## src/fdx_pkg.sv

```systemverilog
package fdx_pkg;

  localparam int unsigned ByteW = 8;
  localparam int unsigned FieldW = 16;
  localparam int unsigned StatusW = 2;
  localparam int unsigned HdrBytes = 6;
  localparam logic [ByteW-1:0] SofReset = 8'hAA;
  localparam int unsigned OutDataW = 64;

  typedef enum logic [2:0] {
    PH_IDLE,
    PH_HEADER,
    PH_HCHK,
    PH_PAYLOAD,
    PH_DCHK
  } phase_e;

  typedef enum logic [StatusW-1:0] {
    ST_OK       = 2'd0,
    ST_HEAD_ERR = 2'd1,
    ST_DATA_ERR = 2'd2,
    ST_TRUNC    = 2'd3
  } status_e;

  typedef enum logic {
    KIND_PAYLOAD = 1'b0,
    KIND_STATUS  = 1'b1
  } kind_e;

  typedef struct packed {
    logic [ByteW-1:0] in_byte;
    logic             frame_start;
    logic             buffer_end;
  } in_item_t;

  typedef struct packed {
    kind_e             out_kind;
    logic [ByteW-1:0]  payload_byte;
    logic [FieldW-1:0] frame_id;
    logic [FieldW-1:0] frame_type;
    logic [FieldW-1:0] frame_len;
    status_e           status;
    logic              payload_last;
  } res_item_t;

endpackage

```

## src/fdx_in_stage.sv

```systemverilog
module fdx_in_stage
  import fdx_pkg::*;
(
  input  logic     clk_i,
  input  logic     rst_ni,
  input  logic     valid_i,
  output logic     ready_o,
  input  in_item_t item_i,
  output logic     valid_o,
  input  logic     advance_i,
  output in_item_t item_o
);

  logic     valid_q, valid_d;
  in_item_t item_q;

  assign ready_o = !valid_q || advance_i;
  assign valid_d = ready_o ? valid_i : valid_q;

  always_ff @(posedge clk_i or negedge rst_ni) begin
    if (!rst_ni) begin
      valid_q <= 1'b0;
    end else begin
      valid_q <= valid_d;
    end
  end

  // Load payload on every transfer.
  always_ff @(posedge clk_i) begin
    if (valid_i && ready_o) begin
      item_q <= item_i;
    end
  end

  assign valid_o = valid_q;
  assign item_o  = item_q;

endmodule

```

## src/fdx_parser.sv

```systemverilog
module fdx_parser
  import fdx_pkg::*;
(
  input  logic             clk_i,
  input  logic             rst_ni,
  input  logic             step_i,
  input  in_item_t         item_i,
  input  logic [ByteW-1:0] sof_value_i,
  output logic             res_valid_o,
  output res_item_t        res_o
);

  phase_e            phase_q, phase_d;
  logic [FieldW-1:0] idx_q, idx_d;
  logic [FieldW-1:0] id_q, id_d;
  logic [FieldW-1:0] len_q, len_d;
  logic [FieldW-1:0] type_q, type_d;
  logic [ByteW-1:0]  head_acc_q, head_acc_d;
  logic [ByteW-1:0]  data_acc_q, data_acc_d;

  logic [FieldW-1:0] idx_inc;
  logic [ByteW-1:0]  head_x;
  logic [ByteW-1:0]  data_x;
  logic              hchk_ok;
  logic              dchk_ok;
  logic              pay_last;

  assign idx_inc  = idx_q + FieldW'(1);
  assign head_x   = head_acc_q ^ item_i.in_byte;
  assign data_x   = data_acc_q ^ item_i.in_byte;
  assign hchk_ok  = (item_i.in_byte == ~head_acc_q);
  assign dchk_ok  = (item_i.in_byte == ~data_acc_q);
  assign pay_last = (idx_inc >= len_q);

  // Next phase.
  always_comb begin
    phase_d = phase_q;
    if (step_i) begin
      if (item_i.frame_start) begin
        phase_d = item_i.buffer_end ? PH_IDLE : PH_HEADER;
      end else begin
        unique case (phase_q)
          PH_HEADER: begin
            if (item_i.buffer_end) begin
              phase_d = PH_IDLE;
            end else if (idx_inc >= FieldW'(HdrBytes)) begin
              phase_d = PH_HCHK;
            end
          end
          PH_HCHK: begin
            if (!hchk_ok || item_i.buffer_end) begin
              phase_d = PH_IDLE;
            end else begin
              phase_d = (len_q == '0) ? PH_DCHK : PH_PAYLOAD;
            end
          end
          PH_PAYLOAD: begin
            if (item_i.buffer_end) begin
              phase_d = PH_IDLE;
            end else if (pay_last) begin
              phase_d = PH_DCHK;
            end
          end
          PH_DCHK: phase_d = PH_IDLE;
          default: phase_d = PH_IDLE;
        endcase
      end
    end
  end

  // Field capture, check accumulators and the result.
  always_comb begin
    idx_d      = idx_q;
    id_d       = id_q;
    len_d      = len_q;
    type_d     = type_q;
    head_acc_d = head_acc_q;
    data_acc_d = data_acc_q;
    res_valid_o        = 1'b0;
    res_o.out_kind     = KIND_STATUS;
    res_o.payload_byte = '0;
    res_o.status       = ST_OK;
    res_o.payload_last = 1'b0;
    if (step_i) begin
      if (item_i.frame_start) begin
        idx_d      = '0;
        id_d       = '0;
        len_d      = '0;
        type_d     = '0;
        head_acc_d = sof_value_i;
        data_acc_d = '0;
        if (item_i.buffer_end) begin
          res_valid_o  = 1'b1;
          res_o.status = ST_TRUNC;
        end
      end else begin
        unique case (phase_q)
          PH_HEADER: begin
            idx_d      = idx_inc;
            head_acc_d = head_x;
            // Big-endian fields, high byte first.
            case (idx_inc)
              FieldW'(1): id_d   = {item_i.in_byte, id_q[ByteW-1:0]};
              FieldW'(2): id_d   = {id_q[FieldW-1:ByteW], item_i.in_byte};
              FieldW'(3): len_d  = {item_i.in_byte, len_q[ByteW-1:0]};
              FieldW'(4): len_d  = {len_q[FieldW-1:ByteW], item_i.in_byte};
              FieldW'(5): type_d = {item_i.in_byte, type_q[ByteW-1:0]};
              default:    type_d = {type_q[FieldW-1:ByteW], item_i.in_byte};
            endcase
            if (item_i.buffer_end) begin
              res_valid_o  = 1'b1;
              res_o.status = ST_TRUNC;
            end
          end
          PH_HCHK: begin
            if (!hchk_ok) begin
              res_valid_o  = 1'b1;
              res_o.status = ST_HEAD_ERR;
            end else begin
              idx_d = '0;
              if (item_i.buffer_end) begin
                res_valid_o  = 1'b1;
                res_o.status = ST_TRUNC;
              end
            end
          end
          PH_PAYLOAD: begin
            data_acc_d  = data_x;
            idx_d       = idx_inc;
            res_valid_o = 1'b1;
            if (item_i.buffer_end) begin
              res_o.status = ST_TRUNC;
            end else begin
              res_o.out_kind     = KIND_PAYLOAD;
              res_o.payload_byte = item_i.in_byte;
              res_o.payload_last = pay_last;
            end
          end
          PH_DCHK: begin
            res_valid_o  = 1'b1;
            res_o.status = dchk_ok ? ST_OK : ST_DATA_ERR;
          end
          default: ;
        endcase
      end
    end
    res_o.frame_id   = id_d;
    res_o.frame_type = type_d;
    res_o.frame_len  = len_d;
  end

  always_ff @(posedge clk_i or negedge rst_ni) begin
    if (!rst_ni) begin
      phase_q    <= PH_IDLE;
      idx_q      <= '0;
      id_q       <= '0;
      len_q      <= '0;
      type_q     <= '0;
      head_acc_q <= '0;
      data_acc_q <= '0;
    end else begin
      phase_q    <= phase_d;
      idx_q      <= idx_d;
      id_q       <= id_d;
      len_q      <= len_d;
      type_q     <= type_d;
      head_acc_q <= head_acc_d;
      data_acc_q <= data_acc_d;
    end
  end

endmodule

```

## src/fdx_out_reg.sv

```systemverilog
module fdx_out_reg
  import fdx_pkg::*;
(
  input  logic      clk_i,
  input  logic      rst_ni,
  input  logic      load_i,
  input  res_item_t item_i,
  output logic      ready_o,
  output logic      valid_o,
  input  logic      ready_i,
  output res_item_t item_o
);

  logic      valid_q, valid_d;
  res_item_t item_q;

  assign ready_o = !valid_q || ready_i;

  always_comb begin
    valid_d = valid_q;
    if (load_i) begin
      valid_d = 1'b1;
    end else if (ready_i) begin
      valid_d = 1'b0;
    end
  end

  always_ff @(posedge clk_i or negedge rst_ni) begin
    if (!rst_ni) begin
      valid_q <= 1'b0;
    end else begin
      valid_q <= valid_d;
    end
  end

  always_ff @(posedge clk_i) begin
    if (load_i) begin
      item_q <= item_i;
    end
  end

  assign valid_o = valid_q;
  assign item_o  = item_q;

endmodule

```

## src/frame_deframer_xor_check_top.sv

```systemverilog
// Channel    | Direction | tdata (low bit up)                  | tuser       | tlast
// s_axis     | in        | in_byte[7:0]                        | frame_start | buffer_end
// m_axis     | out       | payload_byte, frame_id, frame_type, | out_kind    | payload_last
//            |           | frame_len, status, zero pad to 64   |             |
// cfg        | in        | sof_value[7:0] written on cfg_we_i  | -           | -
//
// One byte per cycle sustained while m_axis does not stall: a byte lands in the input
// register, the parser resolves it combinationally and places at most one result in the output register.
// After its input transfer a byte is held in the input register, and its result
// in the output register, from which the result transfers on m_axis.
// Reset clears all control and parser state and sets sof_value to 0xAA.
// A stall on m_axis holds the output register; the parser and input register
// advance only while the output register is empty or being drained.
module frame_deframer_xor_check_top
  import fdx_pkg::*;
(
  input  logic                clk_i,
  input  logic                rst_ni,
  // Stream in
  input  logic                s_axis_tvalid_i,
  output logic                s_axis_tready_o,
  input  logic [ByteW-1:0]    s_axis_tdata_i,  // [7:0] in_byte
  input  logic                s_axis_tuser_i,  // frame_start
  input  logic                s_axis_tlast_i,  // buffer_end
  // Stream out
  output logic                m_axis_tvalid_o,
  input  logic                m_axis_tready_i,
  // [7:0] payload_byte, [23:8] frame_id, [39:24] frame_type,
  // [55:40] frame_len, [57:56] status, [63:58] zero
  output logic [OutDataW-1:0] m_axis_tdata_o,
  output logic                m_axis_tuser_o,  // out_kind
  output logic                m_axis_tlast_o,  // payload_last
  // Configuration
  input  logic                cfg_we_i,
  input  logic [ByteW-1:0]    cfg_wdata_i      // sof_value
);

  localparam int unsigned PackW = ByteW + 3 * FieldW + StatusW;

  logic [ByteW-1:0] sof_q;

  in_item_t  in_item;
  in_item_t  stage_item;
  logic      stage_valid;
  logic      out_ready;
  logic      step;
  logic      res_valid;
  res_item_t res;
  res_item_t out_item;

  // Start value register; the parser samples it on each start byte.
  always_ff @(posedge clk_i or negedge rst_ni) begin
    if (!rst_ni) begin
      sof_q <= SofReset;
    end else if (cfg_we_i) begin
      sof_q <= cfg_wdata_i;
    end
  end

  assign in_item.in_byte     = s_axis_tdata_i;
  assign in_item.frame_start = s_axis_tuser_i;
  assign in_item.buffer_end  = s_axis_tlast_i;

  // Advance the staged byte whenever the output register can take a result.
  assign step = stage_valid && out_ready;

  fdx_in_stage u_in_stage (
    .clk_i     (clk_i),
    .rst_ni    (rst_ni),
    .valid_i   (s_axis_tvalid_i),
    .ready_o   (s_axis_tready_o),
    .item_i    (in_item),
    .valid_o   (stage_valid),
    .advance_i (step),
    .item_o    (stage_item)
  );

  fdx_parser u_parser (
    .clk_i       (clk_i),
    .rst_ni      (rst_ni),
    .step_i      (step),
    .item_i      (stage_item),
    .sof_value_i (sof_q),
    .res_valid_o (res_valid),
    .res_o       (res)
  );

  fdx_out_reg u_out_reg (
    .clk_i   (clk_i),
    .rst_ni  (rst_ni),
    .load_i  (res_valid),
    .item_i  (res),
    .ready_o (out_ready),
    .valid_o (m_axis_tvalid_o),
    .ready_i (m_axis_tready_i),
    .item_o  (out_item)
  );

  // Pack result fields, first field in the lowest bits.
  assign m_axis_tdata_o = {{(OutDataW - PackW){1'b0}},
                           out_item.status,
                           out_item.frame_len,
                           out_item.frame_type,
                           out_item.frame_id,
                           out_item.payload_byte};
  assign m_axis_tuser_o = out_item.out_kind;
  assign m_axis_tlast_o = out_item.payload_last;

endmodule

```

## config.mk

```make
export PLATFORM = sky130hd
export DESIGN_NAME = frame_deframer_xor_check_top
export DESIGN_NICKNAME = d
export VERILOG_FILES = /design/src/fdx_pkg.sv /design/src/fdx_in_stage.sv /design/src/fdx_parser.sv /design/src/fdx_out_reg.sv /design/src/frame_deframer_xor_check_top.sv
export SDC_FILE = /design/constraint.sdc
export NUM_CORES = 1
export LEC_CHECK = 0
export BUFFER_PORTS_ARGS = -buffer_cell sky130_fd_sc_hd__buf_2
export CAP_MARGIN = 5
export CORE_AREA = 4 4 106 183
export DETAILED_ROUTE_END_ITERATION = 16
export DIE_AREA = 0 0 110 187
export PLACE_DENSITY_LB_ADDON = 0.12
export SETUP_SLACK_MARGIN = 0.2
export SLEW_MARGIN = 10
export SYNTH_ARGS = -nofsm -noshare
export SYNTH_HDL_FRONTEND = slang
export SYNTH_HIERARCHICAL = 1
export SYNTH_SLANG_ARGS = --single-unit
```

## constraint.sdc

```tcl
create_clock -name clk_i -period 3.95 [get_ports clk_i]
set_input_delay 0.79 -clock clk_i [delete_from_list [all_inputs] [get_ports clk_i]]
set_output_delay 0.79 -clock clk_i [all_outputs]
set_load 0.01 [all_outputs]
```

==> results.yml, run 1 <==
clock_network:
  cts_buffers: 17
  clk_latency_ns: 0.42
  clock-sinks: 163
  clkTransAtPathRegs_ns: 0.06
  cts.htree.levels: 4
  cts_tree: "done"
  clock-root-buffer: "clkbuf_16"
  postCtsSetupBuffers: 0
  cts_buffer_depth: 2
timing:
  setup_viol: 0
  fin_crit_sh_pct: 87.7
  hold_viol: 0
  clock_skew_ns: 0.00930
  tightest_slew_ns: 1.05
  rsz0062_at_grt: "false"
  slew_violations: 0
  fin_crit_ns: 3.47
  fin_tns_setup_ns: 0
  slew_headroom_pct: 29.7
  clock.fmax_mhz: 289
routing:
  ant_nets: 0
  routed_via_density: 5.63
  drc: 0
  num_vias: 5557
  first_pass_iters: 5
  drt-initial-drc-count: 236
  wl_mm: 20.5
  wl_per_cell_um: 20.7
job:
  maxCapViolCount: 0
run_status:
  status: "completed"
logic_synthesis:
  synth_edf_count: 70
  synth-main-ff-cell: "dfrtp_1"
  postSynth.asyncResetShare_pct: 57.1
  ys_seq_area_share_pct: 56.1
  syn_area_mm2: 0.00790
  ys_ff_latch: 163
  yosys_warnings: 6
  syn_inst: 663
  synth.avg_cell_area_um2: 11.9
  ys_types: 72
placement:
  place.port_buffers: 84
  post-dp-hpwl_mm: 14.8
  gp_congestion: 0.917
  dpl-instance-area_mm2: 0.00847
floorplanning:
  io_pins: 91
  die_y_um: 187
  die_w_um: 110
  dieArea_mm2: 0.0206
  core_area_mm2: 0.0180
  std_cell_rows: 65
  start_util_pct: 44.0
global_route:
  grt_pass1_vias: 5877
  use_met1_pct: 22.1
  met2_usage_pct: 37.2
  overflow: 0
  antenna_found_initial: 0
  grt_max_degree: 79
  grt.met3_usage_pct: 4.01
  grt_pass1_wl_mm: 32.0
  grtUsageTotal_pct: 20.8
  top_usage_layer: "met2"
setup_path:
  required_ns: 4.09
  startpoint_type: "flip-flop"
  worst-path-max-fanout: 10
  end_kind: "flip-flop"
  critPathKind: "reg -> reg"
  crit_arrival_ns: 3.61
final_layout:
  diodes: 0
  final_common_cell: "dfrtp_1"
  areaGrowthSynthToFinish_pct: 15.0
  post-route-cell-area_mm2: 0.00908
  final_cell_mix: "dfrtp_1 (89), buf_2 (83), edfxtp_1 (70)"
  drive_above_1_share_pct: 22.6
  fillers: 1584
  final_nets: 783
hold_path:
  hp-class: "reg -> reg"
power_and_ir_drop:
  leakage_nw: 3.75
  p_per_area_mw_per_mm2: 637
  ir_worst_vdd_mv: 0.358
cells by family (layout without fill, tap and decap cells):
logic type,after synthesis,count (layout),share of synthesized area (%)
mux,24,24,3.67
other cells,1,6,0.0475
flops,163,163,56.1
simple gates,200,200,14.5
fa+ha+maj,20,20,3.17
compound gates,145,145,13.7
buf+inv,78,163,5.24
xor+xnor,32,32,3.55
path summary, 6_finish.rpt:
kind / from / to / slack (ns) / depth (start not counted)
max: u_parser/idx_q[2]$_DFFE_PN0P_ / u_out_reg/item_o[34]$_DFFE_PP_ / 0.48 / 7
min: u_parser/id_q[9]$_DFF_PN0_ / u_parser/id_q[9]$_DFF_PN0_ / 0.49 / 1
max reg2reg: u_parser/idx_q[2]$_DFFE_PN0P_ / u_out_reg/item_o[34]$_DFFE_PP_ / 0.48 / 7
min reg2reg: u_parser/id_q[9]$_DFF_PN0_ / u_parser/id_q[9]$_DFF_PN0_ / 0.49 / 1
max in group asynchronous: rst_ni / sof_q[1]$_DFFE_PN1P_ / 2.53 / 2
min in group asynchronous: rst_ni / u_parser/type_q[3]$_DFF_PN0_ / 0.54 / 1
stage by stage:
step           worst slack, ns  power, mW  hold WS [ns]  util [%]  cells
2_1_floorplan            0.310       3.51         0.452         -    668
3_3_place_gp             0.542       4.10         0.473      47.1    955
3_5_place_dp             0.490       4.15         0.473      47.1    955
4_1_cts                  0.486       5.83         0.490      50.5    987
5_1_grt                  0.307       6.11         0.519      50.5    987
6_report                 0.485       5.79         0.489      50.5    987
report_power, final:
part / switching, mW / internal [mW]
sequential: 0.240 / 2.20
clock: 0.669 / 1.00
combinational: 1.07 / 0.600
total: 1.98 / 3.81
area by class of cell:
class / count / area, um^2 / share of cell area (%)
flip-flops and latches: 163 / 4430 / 48.8
multi-input cells: 427 / 3080 / 33.9
repair buffers: 103 / 566 / 6.23
clock buffers: 21 / 482 / 5.30
well taps: 234 / 293 / 3.22
clock inverters: 11 / 125 / 1.38
inverters: 28 / 105 / 1.16
Yosys cell counts, types with 4 or more instances:
cell | n | area (um^2)
o21ai_0 | 32 | 160
o21ai_1 | 5 | 25.0
inv_1 | 27 | 101
nor4_1 | 12 | 75.1
mux2i_1 | 14 | 140
a32o_1 | 21 | 210
clkbuf_1 | 21 | 78.8
nor3_1 | 9 | 45.0
a21oi_1 | 17 | 85.1
o311ai_0 | 5 | 43.8
buf_4 | 12 | 90.1
buf_2 | 6 | 30.0
o22ai_1 | 7 | 43.8
xor2_1 | 8 | 70.1
edfxtp_1 | 70 | 2100
xnor2_1 | 24 | 210
dfrtp_1 | 89 | 2230
buf_6 | 7 | 78.8
and2_1 | 20 | 125
nor2_1 | 38 | 143
o2bb2ai_1 | 31 | 272
nand4_1 | 11 | 68.8
mux2_4 | 10 | 150
ha_1 | 20 | 250
dfstp_2 | 4 | 105
nand2b_1 | 13 | 81.3
nand2_1 | 43 | 161
nand3_1 | 19 | 95.1
per-layer routing:
layer | share of wire, % | vias to the layer above | wire (um)
met4 | 4.6 | 0 | 941
li1 | - | 2583 | -
met2 | 56 | 175 | 11400
met1 | 36 | 2750 | 7360
met3 | 3.7 | 49 | 751
met5 | 0 | - | 0
registers in the layout (all words and copies together) (netlist names):
| register | count |
|---|---|
| u_out_reg/item_o | 60 |
| u_in_stage/item_o | 10 |
| u_parser/id_q | 16 |
| u_parser/phase_q | 3 |
| u_parser/data_acc_q | 8 |
| sof_q | 8 |
| u_parser/head_acc_q | 8 |
| u_parser/idx_q | 16 |
| u_parser/type_q | 16 |
| u_parser/len_q | 16 |
| u_out_reg/valid_o | 1 |
| u_in_stage/valid_o | 1 |
timing repair:
| action | in CTS | in global routing |
|---|---|---|
| setup endpoints to repair | 0 | 2 |
| hold buffers | 0 | 0 |
| gates resized for setup | 0 | 1 |
worst max-delay path, cell delays in order, from the launching register on:
cell       delay (ns)
dfrtp_1          0.57
nand3_2          0.27
nor4_4           0.46
mux2i_1          0.44
o2111ai_1        0.36
nor4_1           0.46
o21ai_1          0.35
o2bb2ai_1        0.27
Power figures use the tool's default switching activity.
==> inputs of run 2 (changes only) <==
--- a/config.mk
+++ b/config.mk
@@ -7,13 +7,15 @@
 export LEC_CHECK = 0
 export BUFFER_PORTS_ARGS = -buffer_cell sky130_fd_sc_hd__buf_2
 export CAP_MARGIN = 5
-export CORE_AREA = 4 4 106 183
+export CORE_AREA = 4 4 96 166
 export DETAILED_ROUTE_END_ITERATION = 16
-export DIE_AREA = 0 0 110 187
+export DIE_AREA = 0 0 100 170
 export PLACE_DENSITY_LB_ADDON = 0.12
+export RECOVER_POWER = 100
 export SETUP_SLACK_MARGIN = 0.2
 export SLEW_MARGIN = 10
 export SYNTH_ARGS = -nofsm -noshare
 export SYNTH_HDL_FRONTEND = slang
 export SYNTH_HIERARCHICAL = 1
 export SYNTH_SLANG_ARGS = --single-unit
+export TNS_END_PERCENT = 1
==> results.yml, run 2 (synthesis gave the netlist of run 1 again) <==
run_status:
  status: "finished, violations left"
  violations: "max-capacitance violations, max-slew violations"
timing:
  hold_viol: 0
  fin_crit_sh_pct: 90.2
  slew_violations: 45
  rsz0062_at_grt: "false"
  fin_tns_setup_ns: 0
  clock.fmax_mhz: 281
  slew_headroom_pct: -69.6
  setup_viol: 0
  fin_crit_ns: 3.56
  clock_skew_ns: 0.00878
  tightest_slew_ns: 2.54
clock_network:
  clk_latency_ns: 0.43
  cts-resized-gates: 0
  clkTransAtPathRegs_ns: 0.07
  postCtsSetupBuffers: 0
  cts.htree.levels: 4
  cts_tree: "done"
  clock-root-buffer: "clkbuf_16"
  cts_buffers: 17
  cts_buffer_depth: 2
  clock-sinks: 163
  holdBufCountCts: 0
floorplanning:
  dieArea_mm2: 0.0170
  die_w_um: 100
  std_cell_rows: 59
  io_pins: 91
  start_util_pct: 53.8
  die_y_um: 170
  core_area_mm2: 0.0147
hold_path:
  hp-class: "reg -> reg"
  min_path_cells: 1
power_and_ir_drop:
  p_int_mw: 3.72
  p_comb_share_pct: 27.6
  switchingPower_mw: 2.07
  leakage_nw: 3.52
  ir_worst_vdd_mv: 0.350
  p_seq_share_pct: 42.3
  p_per_area_mw_per_mm2: 652
  pwr-share-clk_pct: 30.1
  swShare_pct: 35.7
setup_path:
  crit_family: "compound AO/OA/AOI/OAI gates"
  crit_buf_inv: 0
  crit_arrival_ns: 3.85
  startpoint_type: "flip-flop"
  cp_slowest_cell: "o21ai_0"
  worstPathCellList: "ha_1 -> nand4_4 -> nor4_4 -> mux2_4 -> o21ai_4 -> nor4_1 -> o21ai_0 -> a22o_1"
  slowest_delay_ns: 0.91
  critPathKind: "reg -> reg"
  r2r_cells: 8
  required_ns: 4.23
  worst-path-max-fanout: 9
  end_kind: "flip-flop"
  path_depth: 8
global_route:
  overflow: 0
  antenna_found_initial: 0
  grtUsageTotal_pct: 24.6
  grt_max_degree: 45
  grt_pass1_vias: 5677
  grt_pass1_wl_mm: 31.7
final_layout:
  largest_reg_flops: 60
  drive_above_1_share_pct: 12.4
  areaGrowthSynthToFinish_pct: 12.5
  final_common_cell: "dfrtp_1"
  final_cell_mix: "dfrtp_1 (89), edfxtp_1 (70), clkbuf_1 (65)"
  diodes: 0
  final_nets: 783
  utilization_pct: 60.5
routing:
  routed_via_density: 6.05
  wl_per_cell_um: 21.5
  wl_mm: 20.2
  num_vias: 5659
  first_pass_iters: 5
  drc: 0
  drt-initial-drc-count: 392
  ant_nets: 0
placement:
  post-dp-hpwl_mm: 14.6
  place.port_buffers: 84
  gp_congestion: 0.935
job:
  maxCapViolCount: 1
## run 2: changes by cell type in the layout (fill, tap and decap cells not counted), moves of 5 or more
cell | before | now
buf_4 | 20 | 15
mux2_4 | 10 | 3
and2_0 | 0 | 11
buf_2 | 83 | 20
clkbuf_1 | 1 | 65
mux2_1 | 0 | 7
and2_1 | 20 | 10
inv_8 | 0 | 5
## run 2: final cells by class
class                      instances  area, um^2
fill                            1226        5800
sequential                       163        4430
multi-input combinational        427        3020
timing repair buffer             103         472
clock buffer                      17         425
tap                              183         229
clock inverter                    15         209
inverter                          28         105
## run 2: power by group through the flow
stage	clock network [mW]	logic, mW	registers, mW
floorplan	0	1.04	2.47
global placement	0	1.62	2.46
detailed placement	0	1.66	2.48
CTS	1.77	1.67	2.45
global route	1.85	1.75	2.50
finish	1.74	1.60	2.45
## run 2: final timing paths
kind | start | to | slack, ns
worst max-delay path | u_parser/idx_q[0]$_DFFE_PN0P_ | u_out_reg/item_o[40]$_DFFE_PP_ | 0.39
worst min-delay path | u_parser/type_q[14]$_DFF_PN0_ | u_parser/type_q[14]$_DFF_PN0_ | 0.49
min in group asynchronous | rst_ni | u_parser/data_acc_q[7]$_DFFE_PN0P_ | 1.15
max in group asynchronous | rst_ni | u_parser/len_q[13]$_DFF_PN0_ | 1.04
worst min register to register | u_parser/type_q[14]$_DFF_PN0_ | u_parser/type_q[14]$_DFF_PN0_ | 0.49
worst max register to register | u_parser/idx_q[0]$_DFFE_PN0P_ | u_out_reg/item_o[40]$_DFFE_PP_ | 0.39
## run 2: worst reg2reg max path: cells and delay by family (launching register included)
kind | cells | cell delay (ns)
AOI/OAI and AO/OA | 3 | 1.42
and+or+nand+nor | 3 | 0.72
DFF | 1 | 0.47
adders and majority gates | 1 | 0.44
muxes | 1 | 0.37
## run 2: stage by stage
stage / setup WS [ns] / total power [mW] / hold WS (ns) / std cells / cell area (um^2)
final: 0.387 / 5.79 / 0.487 / 936 / 8890
after floorplan: 0.310 / 3.51 / 0.452 / 668 / 7920
after detailed placement: 0.517 / 4.14 / 0.475 / 904 / 8410
after global placement: 0.653 / 4.08 / 0.471 / 904 / 8410
after global routing: 0.205 / 6.10 / 0.512 / 936 / 8890
after CTS: 0.507 / 5.89 / 0.378 / 936 / 9040
## run 2: metal layers
layer / share of wire [%] / GRT usage [%] / up-vias
li1: - / - / 2591
met1: 37 / 28.2 / 2851
met2: 55 / 44.1 / 159
met3: 2.9 / 3.57 / 58
met4: 5.1 / 12.4 / 0
met5: 0 / 0 / -
